## config.mk

```make
export PLATFORM = sky130hd
export DESIGN_NAME = weighted_or_exponential_moving_average
export DESIGN_NICKNAME = d
export VERILOG_FILES = /design/src/sv/wma_pkg.sv /design/src/sv/wma_hist.sv /design/src/sv/wma_mul.sv /design/src/sv/weighted_or_exponential_moving_average.sv
export SDC_FILE = /design/constraint.sdc
export NUM_CORES = 2
export LEC_CHECK = 0
export CELL_PAD_IN_SITES_DETAIL_PLACEMENT = 0
export CELL_PAD_IN_SITES_GLOBAL_PLACEMENT = 1
export CORE_ASPECT_RATIO = 1.1
export CORE_MARGIN = 10
export CORE_UTILIZATION = 25
export DETAILED_ROUTE_END_ITERATION = 16
export DONT_BUFFER_PORTS = 1
export PLACE_DENSITY = 0.42
export SETUP_SLACK_MARGIN = 0.05
export SYNTH_ARGS = -nofsm -noshare
export SYNTH_HDL_FRONTEND = slang
export SYNTH_HIERARCHICAL = 1
export SYNTH_SLANG_ARGS = --single-unit
```

## constraint.sdc

```tcl
create_clock -name i_clk -period 23.8 [get_ports i_clk]
set_input_delay 3.57 -clock i_clk [delete_from_list [all_inputs] [get_ports i_clk]]
set_output_delay 3.57 -clock i_clk [all_outputs]
set_load 0.1 [all_outputs]
```

## src/sv/wma_pkg.sv

```systemverilog
`default_nettype none

package wma_pkg;

    localparam int MAX_WINDOW    = 32;
    localparam int SAMPLE_BITS   = 32;
    localparam int PTR_BITS      = $clog2(MAX_WINDOW);
    localparam int FILL_BITS     = PTR_BITS + 1;
    localparam int WEIGHT_BITS   = 19;
    localparam int MUL_A_BITS    = 32;
    localparam int MUL_B_BITS    = 25;
    localparam int MUL_P_BITS    = MUL_A_BITS + MUL_B_BITS;
    localparam int CFG_IDX_BITS  = 3;
    localparam int CFG_DATA_BITS = 25;

    localparam logic [CFG_IDX_BITS-1:0] CFG_EMA_MODE   = 3'd0;
    localparam logic [CFG_IDX_BITS-1:0] CFG_WINDOW_LEN = 3'd1;
    localparam logic [CFG_IDX_BITS-1:0] CFG_SHAPE      = 3'd2;
    localparam logic [CFG_IDX_BITS-1:0] CFG_INV_SUM    = 3'd3;
    localparam logic [CFG_IDX_BITS-1:0] CFG_EMA_GAIN   = 3'd4;

    localparam logic [1:0] WS_FLAT   = 2'd0;
    localparam logic [1:0] WS_SQRT   = 2'd1;
    localparam logic [1:0] WS_LINEAR = 2'd2;
    localparam logic [1:0] WS_SQUARE = 2'd3;

    typedef struct packed {
        logic                   en;
        logic [PTR_BITS-1:0]    addr;
        logic [SAMPLE_BITS-1:0] data;
    } t_hist_wr;

    // floor(256 * sqrt(k))
    function automatic logic [10:0] sqrt_rom(input logic [5:0] k);
        logic [10:0] v;
        case (k)
            6'd1:    v = 11'd256;
            6'd2:    v = 11'd362;
            6'd3:    v = 11'd443;
            6'd4:    v = 11'd512;
            6'd5:    v = 11'd572;
            6'd6:    v = 11'd627;
            6'd7:    v = 11'd677;
            6'd8:    v = 11'd724;
            6'd9:    v = 11'd768;
            6'd10:   v = 11'd809;
            6'd11:   v = 11'd849;
            6'd12:   v = 11'd886;
            6'd13:   v = 11'd923;
            6'd14:   v = 11'd957;
            6'd15:   v = 11'd991;
            6'd16:   v = 11'd1024;
            6'd17:   v = 11'd1055;
            6'd18:   v = 11'd1086;
            6'd19:   v = 11'd1115;
            6'd20:   v = 11'd1144;
            6'd21:   v = 11'd1173;
            6'd22:   v = 11'd1200;
            6'd23:   v = 11'd1227;
            6'd24:   v = 11'd1254;
            6'd25:   v = 11'd1280;
            6'd26:   v = 11'd1305;
            6'd27:   v = 11'd1330;
            6'd28:   v = 11'd1354;
            6'd29:   v = 11'd1378;
            6'd30:   v = 11'd1402;
            6'd31:   v = 11'd1425;
            6'd32:   v = 11'd1448;
            default: v = 11'd0;
        endcase
        return v;
    endfunction

    // tap weight, 8 fraction bits
    function automatic logic [WEIGHT_BITS-1:0] tap_weight(input logic [1:0] shape,
                                                          input logic [5:0] k);
        logic [11:0]            kk;
        logic [WEIGHT_BITS-1:0] w;
        kk = {6'd0, k} * {6'd0, k};
        case (shape)
            WS_FLAT:   w = 19'd256;
            WS_SQRT:   w = {8'd0, sqrt_rom(k)};
            WS_LINEAR: w = {5'd0, k, 8'd0};
            WS_SQUARE: w = {kk[10:0], 8'd0};
            default:   w = 19'd256;
        endcase
        return w;
    endfunction

endpackage

`default_nettype wire

```

## src/sv/wma_hist.sv

```systemverilog
`default_nettype none

module wma_hist import wma_pkg::*; (
    input  logic                   i_clk,
    input  t_hist_wr               i_wr,
    input  logic [PTR_BITS-1:0]    i_raddr,
    output logic [SAMPLE_BITS-1:0] o_rdata
);

    logic [SAMPLE_BITS-1:0] r_mem [MAX_WINDOW];
    logic [SAMPLE_BITS-1:0] r_rdata;

    always_ff @(posedge i_clk) begin
        if (i_wr.en) begin
            r_mem[i_wr.addr] <= i_wr.data;
        end
        r_rdata <= r_mem[i_raddr];
    end

    assign o_rdata = r_rdata;

endmodule

`default_nettype wire

```

## src/sv/wma_mul.sv

```systemverilog
`default_nettype none

module wma_mul import wma_pkg::*; (
    input  logic                  i_clk,
    input  logic [MUL_A_BITS-1:0] i_a,
    input  logic [MUL_B_BITS-1:0] i_b,
    output logic [MUL_P_BITS-1:0] o_p
);

    logic [MUL_P_BITS-1:0] r_p;

    always_ff @(posedge i_clk) begin
        r_p <= {{MUL_B_BITS{1'b0}}, i_a} * {{MUL_A_BITS{1'b0}}, i_b};
    end

    assign o_p = r_p;

endmodule

`default_nettype wire

```

## src/sv/weighted_or_exponential_moving_average.sv

```systemverilog
`default_nettype none

// channel  | valid        | ready        | payload
// ---------+--------------+--------------+------------------------------
// input    | i_in_valid   | o_in_ready   | i_sample, i_series_start
// output   | o_out_valid  | i_out_ready  | o_average
// config   | i_cfg_valid  | o_cfg_ready  | i_cfg_index, i_cfg_data
//
// Window mode: one multiply per tap on the shared 32x25 multiplier, then two
// partial products for normalization; a beat that does not fill the window
// produces no average and returns straight to idle.
// EMA mode: the first sample of a series is output as is, with no update.
// Reset is synchronous; history needs no clearing pass.
// Input is taken only in idle; a stalled output holds the sequencer before
// it returns to idle.

module weighted_or_exponential_moving_average import wma_pkg::*; (
    input  logic                     i_clk,
    input  logic                     i_rst_n,
    input  logic                     i_in_valid,
    output logic                     o_in_ready,
    input  logic [SAMPLE_BITS-1:0]   i_sample,
    input  logic                     i_series_start,
    output logic                     o_out_valid,
    input  logic                     i_out_ready,
    output logic [SAMPLE_BITS-1:0]   o_average,
    input  logic                     i_cfg_valid,
    output logic                     o_cfg_ready,
    input  logic [CFG_IDX_BITS-1:0]  i_cfg_index,
    input  logic [CFG_DATA_BITS-1:0] i_cfg_data
);

    localparam int ACC_BITS = 56;
    localparam int MAG_BITS = ACC_BITS - 1;
    localparam int SUM_BITS = 50;
    localparam int UPD_BITS = SAMPLE_BITS + 3;

    typedef enum logic [3:0] {
        S_IDLE, S_TAPS, S_ABS, S_NLO, S_NHI, S_NFIN, S_WSAT,
        S_EDIFF, S_EMUL, S_EMAG, S_EUPD, S_OUT
    } t_state;

    t_state r_state;

    logic                     r_ema_mode;
    logic [5:0]               r_window_len;
    logic [1:0]               r_weight_shape;
    logic [24:0]              r_inv;
    logic [16:0]              r_gain;

    logic [PTR_BITS-1:0]      r_wp;
    logic [FILL_BITS-1:0]     r_fill;
    logic [SAMPLE_BITS-1:0]   r_ema;
    logic [SAMPLE_BITS-1:0]   r_smp;
    logic [FILL_BITS-1:0]     r_cnt;
    logic                     r_v1;
    logic [5:0]               r_k1;
    logic                     r_v2;
    logic                     r_sgn2;
    logic signed [ACC_BITS-1:0] r_acc;
    logic                     r_neg;
    logic [MAG_BITS-1:0]      r_mag;
    logic [25:0]              r_t;
    logic [SUM_BITS-1:0]      r_sum;
    logic                     r_dneg;
    logic [31:0]              r_dmag;
    logic [33:0]              r_emag;
    logic [SAMPLE_BITS-1:0]   r_res;
    logic                     r_o_valid;
    logic [SAMPLE_BITS-1:0]   r_o_avg;

    logic                     w_in_acc;
    logic [5:0]               w_len;
    logic [PTR_BITS-1:0]      w_wp_base;
    logic [FILL_BITS-1:0]     w_fill_base;
    logic [PTR_BITS-1:0]      n_wp;
    logic [FILL_BITS-1:0]     n_fill;
    logic                     w_issue;
    logic [PTR_BITS-1:0]      w_raddr;
    logic [SAMPLE_BITS-1:0]   w_rdata;
    logic [31:0]              w_tap_abs;
    logic [WEIGHT_BITS-1:0]   w_weight;
    logic [MUL_A_BITS-1:0]    w_mul_a;
    logic [MUL_B_BITS-1:0]    w_mul_b;
    logic [MUL_P_BITS-1:0]    w_p;
    logic [ACC_BITS-1:0]      w_tap_prod;
    logic [ACC_BITS-1:0]      w_acc_neg;
    logic [57:0]              w_lo_rnd;
    logic [32:0]              w_diff;
    logic [32:0]              w_diff_neg;
    logic [50:0]              w_emag_rnd;
    logic signed [UPD_BITS-1:0] w_ema_ext;
    logic signed [UPD_BITS-1:0] w_emag_ext;
    logic signed [UPD_BITS-1:0] w_upd;
    logic signed [UPD_BITS-1:0] w_smax;
    logic signed [UPD_BITS-1:0] w_smin;
    t_hist_wr                 w_hwr;

    localparam logic [SAMPLE_BITS-1:0] SMAX = {1'b0, {(SAMPLE_BITS-1){1'b1}}};
    localparam logic [SAMPLE_BITS-1:0] SMIN = {1'b1, {(SAMPLE_BITS-1){1'b0}}};

    assign o_in_ready  = (r_state == S_IDLE);
    assign o_cfg_ready = 1'b1;
    assign o_out_valid = r_o_valid;
    assign o_average   = r_o_avg;
    assign w_in_acc    = i_in_valid && o_in_ready;

    always_comb begin
        if (r_window_len == 6'd0) begin
            w_len = 6'd1;
        end else if (r_window_len > 6'(MAX_WINDOW)) begin
            w_len = 6'(MAX_WINDOW);
        end else begin
            w_len = r_window_len;
        end
    end

    assign w_wp_base   = i_series_start ? '0 : r_wp;
    assign w_fill_base = i_series_start ? '0 : r_fill;
    assign n_wp        = w_wp_base + 1'b1;
    assign n_fill      = (w_fill_base == FILL_BITS'(MAX_WINDOW)) ?
                         w_fill_base : w_fill_base + 1'b1;

    assign w_hwr.en   = w_in_acc;
    assign w_hwr.addr = w_wp_base;
    assign w_hwr.data = i_sample;

    assign w_issue = (r_state == S_TAPS) && (r_cnt < w_len);
    assign w_raddr = r_wp - 1'b1 - r_cnt[PTR_BITS-1:0];

    wma_hist u_hist (
        .i_clk   (i_clk),
        .i_wr    (w_hwr),
        .i_raddr (w_raddr),
        .o_rdata (w_rdata)
    );

    assign w_tap_abs = w_rdata[SAMPLE_BITS-1] ? (~w_rdata + 1'b1) : w_rdata;
    assign w_weight  = tap_weight(r_weight_shape, r_k1);

    always_comb begin
        case (r_state)
            S_NLO: begin
                w_mul_a = r_mag[31:0];
                w_mul_b = r_inv;
            end
            S_NHI: begin
                w_mul_a = {9'd0, r_mag[MAG_BITS-1:32]};
                w_mul_b = r_inv;
            end
            S_EMUL: begin
                w_mul_a = r_dmag;
                w_mul_b = {8'd0, r_gain};
            end
            default: begin
                w_mul_a = w_tap_abs;
                w_mul_b = {6'd0, w_weight};
            end
        endcase
    end

    wma_mul u_mul (
        .i_clk (i_clk),
        .i_a   (w_mul_a),
        .i_b   (w_mul_b),
        .o_p   (w_p)
    );

    assign w_tap_prod = {1'b0, w_p[MAG_BITS-1:0]};
    assign w_acc_neg  = ~r_acc + 1'b1;
    assign w_lo_rnd   = {1'b0, w_p} + 58'h0_0000_8000_0000;
    assign w_diff     = {r_smp[SAMPLE_BITS-1], r_smp} - {r_ema[SAMPLE_BITS-1], r_ema};
    assign w_diff_neg = ~w_diff + 1'b1;
    assign w_emag_rnd = {1'b0, w_p[49:0]} + 51'd32768;
    assign w_ema_ext  = UPD_BITS'($signed(r_ema));
    assign w_emag_ext = $signed({1'b0, r_emag});
    assign w_upd      = r_dneg ? (w_ema_ext - w_emag_ext) : (w_ema_ext + w_emag_ext);
    assign w_smax     = UPD_BITS'($signed(SMAX));
    assign w_smin     = UPD_BITS'($signed(SMIN));

    always_ff @(posedge i_clk) begin
        if (!i_rst_n) begin
            r_state        <= S_IDLE;
            r_ema_mode     <= 1'b0;
            r_window_len   <= 6'd1;
            r_weight_shape <= WS_FLAT;
            r_inv          <= 25'd16777216;
            r_gain         <= 17'd65536;
            r_wp           <= '0;
            r_fill         <= '0;
            r_ema          <= '0;
            r_cnt          <= '0;
            r_v1           <= 1'b0;
            r_v2           <= 1'b0;
            r_o_valid      <= 1'b0;
        end else begin
            if (i_cfg_valid) begin
                case (i_cfg_index)
                    CFG_EMA_MODE:   r_ema_mode     <= i_cfg_data[0];
                    CFG_WINDOW_LEN: r_window_len   <= i_cfg_data[5:0];
                    CFG_SHAPE:      r_weight_shape <= i_cfg_data[1:0];
                    CFG_INV_SUM:    r_inv          <= i_cfg_data[24:0];
                    CFG_EMA_GAIN:   r_gain         <= i_cfg_data[16:0];
                    default: ;
                endcase
            end

            if (r_o_valid && i_out_ready) begin
                r_o_valid <= 1'b0;
            end

            // tap pipeline: read, multiply, accumulate
            r_v1   <= w_issue;
            r_k1   <= w_len - r_cnt;
            r_v2   <= r_v1;
            r_sgn2 <= w_rdata[SAMPLE_BITS-1];
            if (w_issue) begin
                r_cnt <= r_cnt + 1'b1;
            end
            if (r_v2) begin
                r_acc <= r_sgn2 ? (r_acc - $signed(w_tap_prod))
                                : (r_acc + $signed(w_tap_prod));
            end

            case (r_state)
                S_IDLE: begin
                    if (w_in_acc) begin
                        r_wp  <= n_wp;
                        r_fill <= n_fill;
                        r_smp <= i_sample;
                        r_acc <= '0;
                        r_cnt <= '0;
                        if (r_ema_mode) begin
                            if (w_fill_base == '0) begin
                                r_ema   <= i_sample;
                                r_res   <= i_sample;
                                r_state <= S_OUT;
                            end else begin
                                r_state <= S_EDIFF;
                            end
                        end else if (n_fill >= w_len) begin
                            r_state <= S_TAPS;
                        end
                    end
                end
                S_TAPS: begin
                    if ((r_cnt == w_len) && !r_v1 && !r_v2) begin
                        r_state <= S_ABS;
                    end
                end
                S_ABS: begin
                    r_neg   <= r_acc[ACC_BITS-1];
                    r_mag   <= r_acc[ACC_BITS-1] ? w_acc_neg[MAG_BITS-1:0]
                                                 : r_acc[MAG_BITS-1:0];
                    r_state <= S_NLO;
                end
                S_NLO: begin
                    r_state <= S_NHI;
                end
                S_NHI: begin
                    r_t     <= w_lo_rnd[57:32];
                    r_state <= S_NFIN;
                end
                S_NFIN: begin
                    r_sum   <= {24'd0, r_t} + w_p[SUM_BITS-1:0];
                    r_state <= S_WSAT;
                end
                S_WSAT: begin
                    if (r_neg) begin
                        r_res <= (r_sum > SUM_BITS'(SMIN)) ? SMIN
                                                           : (~r_sum[31:0] + 1'b1);
                    end else begin
                        r_res <= (r_sum > SUM_BITS'(SMAX)) ? SMAX : r_sum[31:0];
                    end
                    r_state <= S_OUT;
                end
                S_EDIFF: begin
                    r_dneg  <= w_diff[32];
                    r_dmag  <= w_diff[32] ? w_diff_neg[31:0] : w_diff[31:0];
                    r_state <= S_EMUL;
                end
                S_EMUL: begin
                    r_state <= S_EMAG;
                end
                S_EMAG: begin
                    r_emag  <= w_emag_rnd[49:16];
                    r_state <= S_EUPD;
                end
                S_EUPD: begin
                    if (w_upd > w_smax) begin
                        r_ema <= SMAX;
                        r_res <= SMAX;
                    end else if (w_upd < w_smin) begin
                        r_ema <= SMIN;
                        r_res <= SMIN;
                    end else begin
                        r_ema <= w_upd[SAMPLE_BITS-1:0];
                        r_res <= w_upd[SAMPLE_BITS-1:0];
                    end
                    r_state <= S_OUT;
                end
                S_OUT: begin
                    if (!r_o_valid || i_out_ready) begin
                        r_o_valid <= 1'b1;
                        r_o_avg   <= r_res;
                        r_state   <= S_IDLE;
                    end
                end
                default: begin
                    r_state <= S_IDLE;
                end
            endcase
        end
    end

`ifndef SYNTHESIS
    a_fill_bound: assert property (@(posedge i_clk) disable iff (!i_rst_n)
        r_fill <= FILL_BITS'(MAX_WINDOW))
        else $error("fill count above window depth");

    a_idle_drained: assert property (@(posedge i_clk) disable iff (!i_rst_n)
        (r_state == S_IDLE) |-> (!r_v1 && !r_v2))
        else $error("tap pipeline busy in idle");

    a_tap_count: assert property (@(posedge i_clk) disable iff (!i_rst_n)
        (r_state == S_TAPS) |-> (r_cnt <= w_len))
        else $error("tap count past window length");

    a_ema_result: assert property (@(posedge i_clk) disable iff (!i_rst_n)
        (w_in_acc && r_ema_mode) |=> (r_state != S_IDLE))
        else $error("ema beat produced no result");
`endif

endmodule

`default_nettype wire

```

Word-level counts from Yosys, hierarchy flattened
Memory sizes are Yosys's and may differ from the RTL's. A register that Yosys moved wholly into a read port is not among the register bits.
Index checks and enable logic that the tools add are counted.

operators by class
  multiply operators = 2
  add/sub/neg operators = 18
  bitwise logic cells = 4
  multiplexer cells = 42
  $lt $le $gt $ge = 7
  equal/unequal tests = 26
  reductions and logical operators = 34

operators by type and width
  operator                                                         number
  two-way mux 32 bit                                               10
  two-way mux 56 bit                                               4
  case mux 32 bit (3 select lines)                                 2
  adder 32 x 1 -> 32 bit, second input constant                    3
  inverter 32 bit                                                  3
  case mux 19 bit (4 select lines)                                 1
  case mux 32 bit (2 select lines)                                 1
  adder 57 x 32 -> 58 bit, second input constant                   1
  multiplier 32 x 25 -> 57 bit                                     1
  adder 56 bit                                                     1
  subtractor 56 bit                                                1
  adder 55 x 1 -> 55 bit, second input constant                    1
  two-way mux 55 bit                                               1
  inverter 55 bit                                                  1
  adder 26 x 50 -> 50 bit                                          1
  adder 50 x 16 -> 50 bit, second input constant                   1
  greater-than comparator 50 x 31 -> 1 bit, second input constant  1
  greater-than comparator 50 x 32 -> 1 bit, second input constant  1
  case mux 25 bit (2 select lines)                                 1
  two-way mux 6 bit                                                8
  case mux 4 bit (11 select lines)                                 1
  adder 32 x 35 -> 35 bit                                          1
  greater-than comparator 35 x 32 -> 1 bit, second input constant  1
  < comparator 35 x 32 -> 1 bit, second input constant             1
  43 further kinds                                                 85

storage, ports and cells
  register bits after elaboration = 522
  logic and storage cells = 162
  bits in writable memories = 1024
  ROM bits = 704
  output and inout bits = 35
  bits of input ports = 66
  memories = 2

memories
  memory           words  bits a word  read ports  clocked after memory_dff  write ports  RTL line        RTL
  u_hist.r_mem     32     32           1           1                         1            wma_hist.sv:10  logic [SAMPLE_BITS-1:0] r_mem [MAX_WINDOW];
  (no name shown)  64     11           1           1                         0            wma_pkg.sv:36   case (k)

Logic depth before layout (Yosys ltp)
  depth after elaboration = 8
  mapped depth = 43
  depth with buffers taken out = 40

By module
Netlist, hierarchy kept.

by module, submodules not included
  module                                  instances  cells an instance  area each (um^2)  seq. area each (um^2)
  wma_hist                                1          2261               40490.1           31390.1
  weighted_or_exponential_moving_average  1          3787               33962.6           13112.6
  wma_mul                                 1          3012               27197.3           1141.1

Worst setup path after synthesis
OpenSTA, ideal clock, no wires.

  kind = register -> register
  from = register r_k1[3]
  to = register u_mul.r_p[52] (netlist: u_mul/o_p[52])
  data required time = 23.728 ns
  path buffers = 2
  stages on the path, launching flop included = 41
  arrival = 10.011 ns
  path slack = 13.718 ns
  period minus slack after synthesis = 10.082 ns
  path through = edfxtp_1 -> clkbuf_1 -> nand2_1 -> fa_1 -> fa_1 -> fa_1 -> inv_1 -> ha_1 -> a31oi_1 -> nor2b_1 -> o21ai_0 -> nand2b_1 -> a21o_1 -> a21oi_1 -> xnor2_1 -> o21ai_0 -> clkbuf_1 -> nand2_1 -> (+5 left out) -> inv_1 -> fa_1 -> fa_1 -> fa_1 -> inv_1 -> fa_1 -> inv_1 -> ha_1 -> nand4_1 -> or4_4 -> o221ai_2 -> a31oi_1 -> o31ai_2 -> a41oi_4 -> o221a_4 -> o21a_4 -> o21ai_2 -> xor2_1

on the way
  word-level cells in the longest chain between the ends = 4

RTL lines
  what                              RTL line                                       RTL
  from (decl)                       weighted_or_exponential_moving_average.sv:57   logic [5:0] r_k1;
  from (signal assigned)            weighted_or_exponential_moving_average.sv:214  r_k1 <= w_len - r_cnt;
  multiplier 6 x 6 -> 11 bit        wma_pkg.sv:79                                  kk = {6'd0, k} * {6'd0, k};
  case mux 19 bit (4 select lines)  wma_pkg.sv:80                                  case (shape)
  case mux 25 bit (2 select lines)  weighted_or_exponential_moving_average.sv:142  case (r_state)
  named net w_mul_b[18]             weighted_or_exponential_moving_average.sv:84   logic [MUL_B_BITS-1:0] w_mul_b;
  multiplier 32 x 25 -> 57 bit      wma_mul.sv:13                                  r_p <= {{MUL_B_BITS{1'b0}}, i_a} * {{MUL_A_BITS{1'b0}}, i_b};
  to (signal assigned)              wma_mul.sv:13
  to (decl)                         wma_mul.sv:10                                  logic [MUL_P_BITS-1:0] r_p;

The timed path passes the listed nets, and every way through them passes these cells.
A chain may end at the register's enable or synchronous reset.

Final worst setup path
  from = register r_k1[3]
  to = register u_mul.r_p[53] (netlist: u_mul/o_p[53])

Same word-level chain as after synthesis.

==> metrics.txt <==
dominant cell type by area after synthesis=edfxtp_1; I/O pins=101; Row Count=245; Post-synth top cells=1,382 x edfxtp_1, 908 x inv_1, 858 x nand2_1; GR Util All Layers=0.163; CP delay by family, top=adder cells; fin nets=10,100; WHS Path Cells=0; largest net degree at the start of global routing=112; clock buffer count from CTS=193; Worst setup SP type=register; post-synthesis simple-gate area fraction=0.119; drt first pass iters=6; Crit path arrival time=11.99 ns; Reg2Reg Setup Slack=12.50 ns; max cap viols=0; Setup Viol. Count Final=0; synth warn=6; port bufs=0; xor and xnor fraction of the mapped netlist area=0.0409; Cell Area, Synth=102,000 µm²; fraction of layout cells with a size suffix above 1=0.0683; Placed Area=108,000 µm²; leakage power total=44.7 nW; Final Util=0.282; Tot Pwr=10.9 mW; Crit Path Class=register to register; final period utilization=0.475; HP Start=r_res[9]; CP max stage delay=0.76 ns; Post-CTS Resized=0; first-pass GRT wire length=524 mm; pwr dens=95.5 nW/µm²; maximum clock path buffer count=4; Post-synth EDFFs=1,382; sequential element share of the synthesized area=0.449; Yosys top cell area share=0.408; Sinks on Clock Net=1,589; pre-CTS WS=12.51 ns; vias in the first global route=71,200; Core Region=405,000 µm²; Worst path slowest cell=a311oi_1; FF-to-FF path depth=37; Worst EP required=24.50 ns; Synth Area in Compound Gates=0.0946; die area=433,000 µm²; FF-to-FF End=u_mul/o_p[53]; Slew Viols, Final=0; final worst slack=12.50 ns; GP Congestion=0.811; Inst Count DP=14,200; Initial Util=0.251; RR Startpoint=r_k1[3]; slew margin rel.=0.173; Peak VDD IR=79.9 µV; fmax=0.0885 GHz; postcts setup bufs=0; Worst Hold End=o_average[9]; final-report hold violation count=0; gr ovfl total=0; routed len/inst=25.0 µm; ys async rst share=0; largest family of logic cells by synthesized area=adder cells; drc violations=0; Mapped Avg Cell Area=11.2 µm²; P&R area growth vs syn=12.5%; initial antenna violation count=28; clk_lat worst skew=0.92 ns; multiplexer share of the synthesized area=0.0562; via-per-instance ratio=4.70; CP bufs+invs=5; outcome=completed; Post-Route Setup TNS=0 ns; Worst-Margin Slew=1.24 ns; Final ANT Viol Nets=0; Synth cell types=101; CTS tree=done; Setup Skew=0.126 ns; Syn Nets=10,200; CP endpoint kind=register; ys flop type=edfxtp_1; top-count cell post-synth=edfxtp_1; Hold/Removal Path Class=register to register; Syn Inst Count=9,060; htree depth=4; clk slew on worst S/H paths=0.06 ns; Final Instance Area=114,000 µm²; Die H=689 µm; final wirelength=364 mm; via count=68,300; Critical Path Most Common Cell=fa_1; Starting DRT DRC Count=4,002; chip width=628 µm; DP HPWL=257 mm; worst hold margin=0.419 ns; maximum fanout along the worst path=32; Adder-Cell Fraction of Synth Area=0.186; minimum clock period=11.30 ns; hold_buf cts=0; Seq cells post-synth=1,589; Non-Filler Instances=14,500; Root Driver=clkbuf_16; unrepaired setup endpoints after global routing=false; top cells by area, synth=edfxtp_1 41%, fa_1 14%, mux2i_1 5.6%, ha_1 4.8%, dfxtp_1 4.1%
[layout by cell type, fill, tap and decap left out, types with 228 or more instances in the layout]
master,count
xnor2_1,352
o21ai_0,228
and2_1,465
ha_1,387
nor2_1,335
nand2_1,856
fa_1,701
inv_1,904
edfxtp_1,1382
a21oi_1,473
mux2i_1,567
[worst reg2reg max path: cells and delay by family (launching register included)]
family                     cells  cell delay (ns)
and+or+nand+nor               10             1.55
muxes                          1             0.21
adders and majority gates     12             5.80
DFF                            1             0.58
AOI/OAI and AO/OA              8             2.29
buffers and inverters          5             0.58
xor gates and xnor gates       1             0.12
[worst max path at each step]
stage / start / endpoint / slack, ns / depth (start not counted)
2_1_floorplan: r_k1[3] / u_mul/o_p[52] / 13.72 / 40
3_3_place_gp: r_k1[3] / u_mul/o_p[53] / 12.40 / 37
3_5_place_dp: r_k1[3] / u_mul/o_p[53] / 12.51 / 37
4_1_cts: r_k1[3] / u_mul/o_p[53] / 12.42 / 37
5_1_grt: r_k1[3] / u_mul/o_p[53] / 11.64 / 37
6_report: r_k1[3] / u_mul/o_p[53] / 12.50 / 37
[cells by family (layout without fill, tap and decap cells)]
group / Yosys count / count (layout)
adder cells (fa/ha/maj): 1089 / 1089
XOR/XNOR: 475 / 475
buffers and inverters: 1382 / 1419
multiplexers: 570 / 570
other: 1 / 18
AO/OA/AOI/OAI: 1500 / 1500
flip-flops: 1589 / 1589
AND/OR/NAND/NOR: 2454 / 2454
[sequential cells by signal (all words and copies together), names as in the netlist, 25 cells and up, named ones only]
name            cells
u_hist/r_mem     1024
o_average          32
r_ema              32
u_mul/o_p          57
r_dmag             32
r_res              32
r_inv              25
r_smp              32
r_t                26
r_sum              50
u_hist/o_rdata     32
r_mag              55
r_emag             34
r_acc              56
[per-layer routing]
metal  global-route usage  vias up  wire [µm]
met5                    0        -          0
met2                0.294     1242     184000
met1                0.213    35500     161000
met4               0.0353        0       8420
li1                     -    31300          -
met3               0.0149      367      10600
[layout make-up]
cell class              count  area [µm²]
well taps                5434        6800
diodes                     17        42.5
clock buffers             233        5070
clock inverters           123        1160
fillers                 41700      291000
repair buffers            153        1210
flip-flops and latches   1589       45600
multi-input cells        6089       51000
inverters                 910        3420
[report_power, final]
part / total, mW / switching (mW) / leakage, nW / internal, mW
sequential: 3.48 / 0.287 / 14.2 / 3.20
combinational: 4.50 / 3.04 / 27.4 / 1.46
clock: 2.94 / 1.26 / 3.04 / 1.68
total: 10.9 / 4.58 / 44.7 / 6.34
Power figures use the tool's default switching activity.
